===== src/design/software_timer_pool_defines.svh =====
// ----------------------------------------------------------------------------
// Timer pool assertion macros
// Assertion wrappers; define NO_ASSERTIONS to compile them out.
// ----------------------------------------------------------------------------
`ifndef SOFTWARE_TIMER_POOL_DEFINES_SVH
`define SOFTWARE_TIMER_POOL_DEFINES_SVH
`ifndef NO_ASSERTIONS
`define STP_ASSERT_IMPL(label, clk, rst, ante, cons) \
  label: assert property (@(posedge clk) disable iff (rst) (ante) |-> (cons)) \
    else $error("assertion failed");
`define STP_ASSERT_NEXT(label, clk, rst, ante, cons) \
  label: assert property (@(posedge clk) disable iff (rst) (ante) |=> (cons)) \
    else $error("assertion failed");
`else
`define STP_ASSERT_IMPL(label, clk, rst, ante, cons)
`define STP_ASSERT_NEXT(label, clk, rst, ante, cons)
`endif
`endif


===== src/design/stp_pkg.sv =====
// ----------------------------------------------------------------------------
// Timer pool package
// Shared constants, codes and types of the timer pool.
// ----------------------------------------------------------------------------
package stp_pkg;
  localparam int TimerSlots = 16;
  localparam int GenBits = 8;
  localparam int IdW = 12;
  localparam int PendW = 5;

  localparam logic [2:0] OP_CREATE = 3'd0;
  localparam logic [2:0] OP_START  = 3'd1;
  localparam logic [2:0] OP_STOP   = 3'd2;
  localparam logic [2:0] OP_DELETE = 3'd3;
  localparam logic [2:0] OP_QUERY  = 3'd4;
  localparam logic [2:0] OP_TICK   = 3'd5;
  localparam logic [2:0] OP_DONE   = 3'd6;
  localparam logic [2:0] OP_BAD    = 3'd7;

  localparam logic [2:0] S_OK          = 3'd0;
  localparam logic [2:0] S_BAD_INTERVAL= 3'd1;
  localparam logic [2:0] S_BAD_MODE    = 3'd2;
  localparam logic [2:0] S_FULL        = 3'd3;
  localparam logic [2:0] S_ID_INVALID  = 3'd4;
  localparam logic [2:0] S_NOT_CREATED = 3'd5;
  localparam logic [2:0] S_NOT_STARTED = 3'd6;

  localparam logic [1:0] ST_UNUSED   = 2'd0;
  localparam logic [1:0] ST_CREATED  = 2'd1;
  localparam logic [1:0] ST_TICKING  = 2'd2;
  localparam logic [1:0] ST_DELETING = 2'd3;

  localparam logic [1:0] M_ONCE     = 2'd0;
  localparam logic [1:0] M_PERIODIC = 2'd1;
  localparam logic [1:0] M_NODEL    = 2'd2;
  localparam logic [1:0] M_INVALID  = 2'd3;

  typedef struct packed {
    logic [2:0]  operation;
    logic [11:0] timer_id;
    logic [31:0] interval;
    logic [1:0]  mode;
    logic [31:0] user_tag;
  } cmd_t;

  typedef struct packed {
    logic [2:0]  status;
    logic [11:0] result_id;
    logic [31:0] remaining_ticks;
    logic        expired;
    logic [31:0] expired_tag;
    logic [15:0] overrun_count;
    logic        any_expired;
    logic        last;
  } rsp_t;
endpackage


===== src/design/stp_if.sv =====
// ----------------------------------------------------------------------------
// Timer pool channel
// Valid/ready channel carrying one word of payload type T.
// ----------------------------------------------------------------------------
interface stp_if #(parameter type T = stp_pkg::cmd_t) (input logic clk);
  logic valid;
  logic ready;
  T     data;
  modport source (output valid, output data, input ready);
  modport sink (input valid, input data, output ready);
endinterface


===== src/design/software_timer_pool.sv =====
// ----------------------------------------------------------------------------
// Software timer pool
// Pool of timer slots driven by create/start/stop/delete/query/tick/done words.
// ----------------------------------------------------------------------------
//  channel | dir | payload
//  cmd     | in  | operation, timer_id, interval, mode, user_tag
//  rsp     | out | status, result_id, remaining_ticks, expired, expired_tag,
//          |     | overrun_count, any_expired, last
// A command runs through four steps: accept, read the slot memory, modify/write, respond.
// A tick reads and updates every slot in turn, sends an expiry word for each reported expiry
// and then a summary word; every word stalls while the sink holds ready low.
// After reset a clearing pass over all TIMER_SLOTS slots runs before cmd is ready.
`include "software_timer_pool_defines.svh"
module software_timer_pool #(
  parameter int TIMER_SLOTS = stp_pkg::TimerSlots,
  parameter int GEN_BITS = stp_pkg::GenBits
) (
  input logic clk,
  input logic rst,
  stp_if.sink   cmd,
  stp_if.source rsp
);
  localparam int SW = (TIMER_SLOTS > 1) ? $clog2(TIMER_SLOTS) : 1;
  localparam int CW = $clog2(TIMER_SLOTS + 1);
  localparam int EW = $clog2(TIMER_SLOTS + 1) + 1;
  // slot word: state, mode, interval, remaining, overrun, pending, gen, tag
  localparam int RW = 2 + 2 + 32 + 32 + 16 + EW + GEN_BITS + 32;

  typedef struct packed {
    logic [1:0]          state;
    logic [1:0]          mode;
    logic [31:0]         interval;
    logic [31:0]         remaining;
    logic [15:0]         overrun;
    logic [EW-1:0]       pending;
    logic [GEN_BITS-1:0] gen;
    logic [31:0]         tag;
  } slot_t;

  typedef enum logic [6:0] {
    S_CLEAR = 7'b0000001,
    S_IDLE  = 7'b0000010,
    S_READ  = 7'b0000100,
    S_EXEC  = 7'b0001000,
    S_TREAD = 7'b0010000,
    S_TEXEC = 7'b0100000,
    S_OUT   = 7'b1000000
  } fsm_t;

  fsm_t state, state_next;
  stp_pkg::cmd_t req;
  stp_pkg::rsp_t out_word;
  logic out_valid;
  logic tick_done;     // summary word pending after tick walk
  logic any_exp;
  logic [SW-1:0] scan;
  logic [SW-1:0] slot;
  logic [CW-1:0] free_count;
  logic [SW-1:0] free_head;
  logic [EW-1:0] events;
  logic [SW-1:0] fq [TIMER_SLOTS];  // free queue, read at head only
  logic          ram_we;
  logic [SW-1:0] ram_waddr, ram_raddr;
  slot_t         ram_wdata, rd;
  logic [RW-1:0] rd_raw;

  stp_slot_ram #(.Depth(TIMER_SLOTS), .Width(RW)) u_ram (
    .clk(clk), .we(ram_we), .waddr(ram_waddr), .wdata(ram_wdata),
    .raddr(ram_raddr), .rdata(rd_raw)
  );
  assign rd = slot_t'(rd_raw);

  // id decode
  logic [11:0] id_gen_full;
  logic [SW-1:0] id_slot;
  assign id_gen_full = 12'(req.timer_id / 12'(TIMER_SLOTS));
  assign id_slot = SW'(req.timer_id % 12'(TIMER_SLOTS));
  logic gen_bad;
  assign gen_bad = id_gen_full > 12'((1 << GEN_BITS) - 1);

  function automatic logic [11:0] mk_id(input logic [GEN_BITS-1:0] g,
                                        input logic [SW-1:0] s);
    logic [31:0] v;
    v = 32'(g) * 32'(TIMER_SLOTS) + 32'(s);
    return v[11:0];
  endfunction

  assign cmd.ready = (state == S_IDLE);
  assign rsp.valid = out_valid;
  assign rsp.data  = out_word;

  // sequencer and slot update
  always_ff @(posedge clk) begin
    logic [SW-1:0] tail;
    logic [31:0] tsum;
    slot_t w;
    logic emit, rel;
    stp_pkg::rsp_t o;
    if (rst) begin
      state <= S_CLEAR;
      scan <= '0;
      free_head <= '0;
      free_count <= CW'(TIMER_SLOTS);
      events <= '0;
      out_valid <= 1'b0;
      ram_we <= 1'b0;
      tick_done <= 1'b0;
      any_exp <= 1'b0;
    end else begin
      ram_we <= 1'b0;
      case (state)
        S_CLEAR: begin
          ram_we <= 1'b1;
          ram_waddr <= scan;
          ram_wdata <= '0;
          fq[scan] <= scan;
          scan <= SW'(scan + 1'b1);
          if (32'(scan) == TIMER_SLOTS - 1) begin
            scan <= '0;
            state <= S_IDLE;
          end
        end
        S_IDLE: begin
          if (cmd.valid) begin
            req <= cmd.data;
            if (cmd.data.operation == stp_pkg::OP_TICK) begin
              scan <= '0;
              any_exp <= 1'b0;
              state <= S_TREAD;
            end else begin
              state <= S_READ;
            end
          end
        end
        S_READ: begin
          // memory address settles this cycle
          state <= S_EXEC;
        end
        S_EXEC: begin
          w = rd;
          rel = 1'b0;
          o = '0;
          o.last = 1'b1;
          o.status = stp_pkg::S_OK;
          if (req.operation == stp_pkg::OP_CREATE) begin
            if (req.interval == '0) o.status = stp_pkg::S_BAD_INTERVAL;
            else if (req.mode == stp_pkg::M_INVALID) o.status = stp_pkg::S_BAD_MODE;
            else if (free_count == '0) o.status = stp_pkg::S_FULL;
            else begin
              free_head <= (32'(free_head) == TIMER_SLOTS - 1) ? '0
                                                               : SW'(free_head + 1'b1);
              free_count <= CW'(free_count - 1'b1);
              w.mode = req.mode;
              w.overrun = '0;
              w.interval = req.interval;
              w.tag = req.user_tag;
              w.state = stp_pkg::ST_CREATED;
              o.result_id = mk_id(rd.gen, slot);
              ram_we <= 1'b1;
            end
          end else if (req.operation == stp_pkg::OP_BAD || gen_bad) begin
            o.status = stp_pkg::S_ID_INVALID;
          end else if (rd.gen != GEN_BITS'(id_gen_full)) begin
            o.status = stp_pkg::S_NOT_CREATED;
          end else if (req.operation == stp_pkg::OP_DONE) begin
            if (rd.pending == '0) o.status = stp_pkg::S_NOT_STARTED;
            else begin
              w.pending = EW'(rd.pending - 1'b1);
              if (events != '0) events <= EW'(events - 1'b1);
              rel = (rd.state == stp_pkg::ST_DELETING) && (w.pending == '0);
              ram_we <= 1'b1;
            end
          end else if (rd.state == stp_pkg::ST_UNUSED ||
                       rd.state == stp_pkg::ST_DELETING) begin
            o.status = stp_pkg::S_NOT_CREATED;
          end else if (req.operation == stp_pkg::OP_START) begin
            w.overrun = '0;
            w.state = stp_pkg::ST_TICKING;
            w.remaining = rd.interval;
            ram_we <= 1'b1;
          end else if (req.operation == stp_pkg::OP_STOP) begin
            if (rd.state == stp_pkg::ST_CREATED) o.status = stp_pkg::S_NOT_STARTED;
            else begin
              w.state = stp_pkg::ST_CREATED;
              w.overrun = '0;
              ram_we <= 1'b1;
            end
          end else if (req.operation == stp_pkg::OP_DELETE) begin
            w.overrun = '0;
            w.state = stp_pkg::ST_DELETING;
            rel = (rd.pending == '0);
            ram_we <= 1'b1;
          end else begin
            if (rd.state == stp_pkg::ST_CREATED) o.status = stp_pkg::S_NOT_STARTED;
            else o.remaining_ticks = rd.remaining;
          end
          if (rel) begin
            tsum = 32'(free_head) + 32'(free_count);
            if (tsum >= 32'(TIMER_SLOTS)) tsum = tsum - 32'(TIMER_SLOTS);
            tail = SW'(tsum);
            fq[tail] <= slot;
            if (32'(free_count) < TIMER_SLOTS) free_count <= CW'(free_count + 1'b1);
            w.gen = GEN_BITS'(rd.gen + 1'b1);
            w.state = stp_pkg::ST_UNUSED;
          end
          ram_waddr <= slot;
          ram_wdata <= w;
          out_word <= o;
          out_valid <= 1'b1;
          state <= S_OUT;
        end
        S_TREAD: begin
          state <= S_TEXEC;
        end
        S_TEXEC: begin
          w = rd;
          rel = 1'b0;
          emit = 1'b0;
          o = '0;
          if (rd.state == stp_pkg::ST_TICKING) begin
            w.remaining = rd.remaining - 32'd1;
            if (w.remaining == '0) begin
              any_exp <= 1'b1;
              emit = 32'(events) < TIMER_SLOTS;
              if (emit) begin
                w.pending = EW'(rd.pending + 1'b1);
                events <= EW'(events + 1'b1);
              end
              if (rd.mode == stp_pkg::M_ONCE) w.state = stp_pkg::ST_DELETING;
              else if (rd.mode == stp_pkg::M_NODEL) w.state = stp_pkg::ST_CREATED;
              else begin
                if (rd.overrun != 16'hFFFF) w.overrun = rd.overrun + 16'd1;
                w.remaining = rd.interval;
              end
              o.expired = 1'b1;
              o.result_id = mk_id(rd.gen, scan);
              o.expired_tag = rd.tag;
              o.overrun_count = w.overrun;
              rel = (w.state == stp_pkg::ST_DELETING) && (w.pending == '0);
            end
            ram_we <= 1'b1;
          end
          if (rel) begin
            tsum = 32'(free_head) + 32'(free_count);
            if (tsum >= 32'(TIMER_SLOTS)) tsum = tsum - 32'(TIMER_SLOTS);
            tail = SW'(tsum);
            fq[tail] <= scan;
            if (32'(free_count) < TIMER_SLOTS) free_count <= CW'(free_count + 1'b1);
            w.gen = GEN_BITS'(rd.gen + 1'b1);
            w.state = stp_pkg::ST_UNUSED;
          end
          ram_waddr <= scan;
          ram_wdata <= w;
          tick_done <= (32'(scan) == TIMER_SLOTS - 1);
          if (emit) begin
            out_word <= o;
            out_valid <= 1'b1;
            state <= S_OUT;
          end else if (32'(scan) == TIMER_SLOTS - 1) begin
            state <= S_OUT;
          end else begin
            scan <= SW'(scan + 1'b1);
            state <= S_TREAD;
          end
        end
        S_OUT: begin
          // hold the word until taken, then resume the walk or finish
          if (!out_valid) begin
            // tick summary
            o = '0;
            o.any_expired = any_exp;
            o.last = 1'b1;
            out_word <= o;
            out_valid <= 1'b1;
            tick_done <= 1'b0;
          end else if (rsp.ready) begin
            out_valid <= 1'b0;
            if (out_word.last) state <= S_IDLE;
            else if (!tick_done) begin
              scan <= SW'(scan + 1'b1);
              state <= S_TREAD;
            end
          end
        end
        default: state <= S_CLEAR;
      endcase
    end
  end

  // read address: the selected slot for commands, the walk index for ticks
  always_comb begin
    if (req.operation == stp_pkg::OP_CREATE) slot = fq[free_head];
    else slot = id_slot;
    ram_raddr = (state == S_TREAD || state == S_TEXEC) ? scan : slot;
  end

  `STP_ASSERT_IMPL(a_ready_idle, clk, rst, cmd.ready, !out_valid)
  `STP_ASSERT_IMPL(a_events_cap, clk, rst, 1'b1, 32'(events) <= TIMER_SLOTS)
  `STP_ASSERT_NEXT(a_last_idle, clk, rst,
                   rsp.valid && rsp.ready && rsp.data.last, state == S_IDLE)
endmodule


===== src/design/stp_slot_ram.sv =====
// ----------------------------------------------------------------------------
// Timer pool slot memory
// One synchronous memory holding every field of a slot; one read, one write.
// ----------------------------------------------------------------------------
module stp_slot_ram #(
  parameter int Depth = stp_pkg::TimerSlots,
  parameter int Width = 8
) (
  input  logic                     clk,
  input  logic                     we,
  input  logic [$clog2(Depth)-1:0] waddr,
  input  logic [Width-1:0]         wdata,
  input  logic [$clog2(Depth)-1:0] raddr,
  output logic [Width-1:0]         rdata
);
  logic [Width-1:0] mem [Depth];

  // write port
  always_ff @(posedge clk) begin
    if (we) mem[waddr] <= wdata;
  end

  // registered read port
  always_ff @(posedge clk) begin
    rdata <= mem[raddr];
  end
endmodule


===== src/flat_wrapper.sv =====
// flat-port wrapper written by rule: the top's interface ports become plain ports
module software_timer_pool_flat 
#(
  parameter int TIMER_SLOTS = stp_pkg::TimerSlots,
  parameter int GEN_BITS = stp_pkg::GenBits
)
  (clk, rst, cmd_valid, cmd_data, cmd_ready, rsp_valid, rsp_data, rsp_ready);
  stp_if #(.T(stp_pkg::cmd_t)) cmd_i (.clk(clk));
  stp_if #(.T(stp_pkg::rsp_t)) rsp_i (.clk(clk));
  input logic clk;
  input logic rst;
  input wire logic [$bits(cmd_i.valid)-1:0] cmd_valid;
  input wire logic [$bits(cmd_i.data)-1:0] cmd_data;
  output wire logic [$bits(cmd_i.ready)-1:0] cmd_ready;
  output wire logic [$bits(rsp_i.valid)-1:0] rsp_valid;
  output wire logic [$bits(rsp_i.data)-1:0] rsp_data;
  input wire logic [$bits(rsp_i.ready)-1:0] rsp_ready;
  assign cmd_i.valid = cmd_valid;
  assign cmd_i.data = cmd_data;
  assign cmd_ready = cmd_i.ready;
  assign rsp_valid = rsp_i.valid;
  assign rsp_data = rsp_i.data;
  assign rsp_i.ready = rsp_ready;
  software_timer_pool #(.TIMER_SLOTS(TIMER_SLOTS), .GEN_BITS(GEN_BITS)) u_core (.clk(clk), .rst(rst), .cmd(cmd_i), .rsp(rsp_i));
endmodule

===== config.mk =====
export PLATFORM = sky130hd
export DESIGN_NAME = software_timer_pool_flat
export DESIGN_NICKNAME = d
export VERILOG_FILES = /design/src/design/stp_pkg.sv /design/src/design/stp_if.sv /design/src/design/software_timer_pool.sv /design/src/design/stp_slot_ram.sv /design/src/flat_wrapper.sv
export VERILOG_INCLUDE_DIRS = /design/src /design/src/design
export SDC_FILE = /design/constraint.sdc
export NUM_CORES = 2
export LEC_CHECK = 0
export ABC_CLOCK_PERIOD_IN_PS = 12700
export BUFFER_PORTS_ARGS = -buffer_cell sky130_fd_sc_hd__buf_2
export CELL_PAD_IN_SITES_DETAIL_PLACEMENT = 1
export CELL_PAD_IN_SITES_GLOBAL_PLACEMENT = 1
export CORE_MARGIN = 5
export CORE_UTILIZATION = 34
export CTS_BUF_LIST = sky130_fd_sc_hd__clkbuf_4 sky130_fd_sc_hd__clkbuf_8 sky130_fd_sc_hd__clkbuf_16
export CTS_CLUSTER_SIZE = 12
export DETAILED_ROUTE_END_ITERATION = 7
export PLACE_DENSITY_LB_ADDON = 0.1
export SYNTH_ARGS = -nofsm -noshare
export SYNTH_HDL_FRONTEND = slang
export SYNTH_HIERARCHICAL = 1
export SYNTH_SLANG_ARGS = --single-unit

===== constraint.sdc =====
create_clock -name clk -period 12.7 [get_ports clk]
set_input_delay 0.635 -clock clk [delete_from_list [all_inputs] [get_ports clk]]
set_output_delay 0.635 -clock clk [all_outputs]
set_load 0.1 [all_outputs]

==> flow_summary.ini <==
[run_status]
status = finished, final reports clean

[clock_tree]
post-cts-setup-buffers = 0
clk_pin_slew_worst_paths_ns = 0.06
htreeDepth = 5
cts.sinks = 2621
cts_tree = done
cts-root-buf = clkbuf_16
cts_buffers = 298
clk_path_buf_depth = 4
insertion_delay_ns = 0.91

[power]
p_leak_nw = 37.9
combPwrFrac = 0.043
power.switching_mw = 4.38
ir_worst_vdd_v = 0.000105
pwr-share-clk = 0.438
powerDensity_nw_per_um2 = 169
p_int_mw = 15.4
seqPwrFrac = 0.520
p_sw_frac = 0.222

[yosys]
ys_seq_area_frac = 0.770
syn-cell-area_um2 = 100000
synth_cell_type_count = 89
syn_inst = 4943
synth_edf_count = 2457
yosysTopAreaCell = edfxtp_1
yosysMostFrequentCell = edfxtp_1
synth.ff_latch_count = 2621
syn_nets = 5051
netlist_top_cells_count = 2457 x edfxtp_1, 505 x mux4_2, 236 x a22oi_1, 205 x nand2_1, 164 x dfxtp_1
async_flop_share = 0
syn_avg_cell_area_um2 = 20.2
synthTopCellsByArea = edfxtp_1 74%, mux4_2 11%, dfxtp_1 3.3%
synth_ff_type = edfxtp_1
synth_warnings = 6
yosysTopAreaCellShare = 0.738

[routing]
ant_nets = 0
via_per_inst = 5.36
dr_total_vias = 51100
dr.pass1.iters = 5
wire_per_inst_um = 31.3
wl_mm = 299
drt_iter0_drc = 4196
drc_errors = 0

[die]
die-area_um2 = 305000
die_w_um = 552
design.portCount = 185
rows = 199
die_h_um = 552
core_um2 = 294000
start_util = 0.341

[sta]
clock_skew_ns = 0.0665
post-route-period-util = 0.480
rsz0062_at_grt = no
fin_setup_tns_ns = 0
worst_pin_slew_ns = 1.28
hold_violations = 0
setup-violations-final = 0
worst_slack_ns = 6.60
min_period_ns = 6.10
drv_slew = 0
slew-limit-headroom = 0.142
fmax_mhz = 164

[hold_path]
hp-class = primary input to flip-flop
min_from = cmd_data[79]

[run]
maxCapViolCount = 0

[placement]
dp_cells = 8898
port_buffers = 184
place.gp.congestion = 0.790
pre_cts_ws_ns = 6.59
dp_hpwl_mm = 162

[global_route]
grt_pass1_vias = 54000
overflow = 0
met2_usage = 0.307
met1_usage = 0.280
grt_use_total = 0.191
grtUsageMet3 = 0.0234
grt_pass1_wl_mm = 422
grt_max_degree = 94
antenna_found_initial = 18
busiest_layer = met2

[finish]
drive_above_1_share = 0.260
layout.nets = 5465
final_cell_count_no_fill = 9527
syn2layout_area_growth_pct = 16.6

[critical_path]
cp_max_fo = 47
worstSetupPathType = flip-flop to flip-flop
cp-end-kind = flip-flop
cp-start-kind = flip-flop
worstReg2RegStart = u_core/u_ram/rdata[66]
cp_data_arrival_time_ns = 6.58
startpoint = u_core/u_ram/rdata[66]
cp.required_ns = 13.19
==> what timing repair did <==
item | in CTS | in global routing
resized for setup | 0 | 0
hold endpoints to repair | 78 | 0
hold buffers | 78 | 0
==> final cells by class <==
cell class | count | area [um2]
Tap cell | 3919 | 4900
Timing Repair Buffer | 379 | 2690
Multi-Input combinational cell | 2029 | 21900
Sequential cell | 2621 | 77100
Fill cell | 27800 | 177000
Antenna cell | 3 | 7.51
Clock inverter | 125 | 1180
Clock buffer | 423 | 8750
Inverter | 28 | 105
==> final timing paths <==
kind	end	slack, ns	cells past startpoint
max	u_core/rsp.data[84]	6.60	11
min	u_core/req[79]	0.08	1
max reg2reg	u_core/rsp.data[84]	6.60	11
min reg2reg	u_core/any_exp	0.46	2
==> state kept, by name, summed over array words and instances, names as in the netlist, named ones only <==
signal and count:
u_core/fq 64, u_core/any_exp 1, u_core/rsp.valid 1, u_core/scan 4
u_core/tick_done 1, u_core/rsp.data 98, u_core/events 6, u_core/free_count 5
u_core/ram_waddr 4, u_core/req 81, u_core/ram_wdata 130, u_core/free_head 4
u_core/u_ram/rdata 130, u_core/u_ram/mem 2080, u_core/ram_we 1, u_core/state 7
==> layer usage <==
metal	part of all wire	wire length, um
met5	0	0
met1	0.47	140000
met2	0.47	141000
met4	0.021	6350
met3	0.037	11000
==> layout by cell type (no fill, tap or decap), types with 82 or more instances in the layout <==
cell | synthesis | layout
edfxtp_1 | 2457 | 2457
mux4_2 | 505 | 505
clkbuf_16 | 0 | 306
a22oi_1 | 236 | 236
nand2_1 | 205 | 205
buf_2 | 70 | 184
dfxtp_1 | 164 | 164
nor2_1 | 149 | 134
buf_4 | 32 | 108
o21ai_0 | 89 | 89
clkbuf_4 | 0 | 82
==> power groups by stage <==
stage	registers, mW	logic, mW	clock network [mW]
finish	10.3	0.842	8.64
global route	10.3	0.898	9.28
CTS	10.3	0.869	8.91
detailed placement	10.4	0.848	0
global placement	10.4	0.847	0
floorplan	10.3	0.488	0
==> stage by stage <==
stage / cell area (um2) / hold WS, ns / util / power (mW)
after floorplan: 100000 / 0.432 / - / 10.8
after global placement: 106000 / 0.457 / 0.361 / 11.3
after detailed placement: 106000 / 0.467 / 0.361 / 11.3
after CTS: 117000 / 0.0107 / 0.397 / 20.0
after global routing: 117000 / 0.0154 / 0.397 / 20.5
final: 117000 / 0.0827 / 0.397 / 19.7
==> cell families after synthesis <==
logic type / count (synthesis) / synth area share
mux: 621 / 0.126
compound gates: 619 / 0.0450
fa+ha+maj: 23 / 0.00303
xor+xnor: 58 / 0.00508
buf+inv: 293 / 0.0136
simple gates: 708 / 0.0365
flops: 2621 / 0.770
==> worst max-delay path: stages, from the launching register on <==
cell     delay, ns
dfxtp_1       0.58
nor3_4        0.50
nand4_1       0.64
nor4_1        0.51
xor2_1        0.20
nor4_2        0.91
and4_1        0.31
buf_4         0.23
a21oi_2       0.12
a31oi_1       0.26
and3_4        0.65
buf_4         0.69
Power figures use the tool's default switching activity.
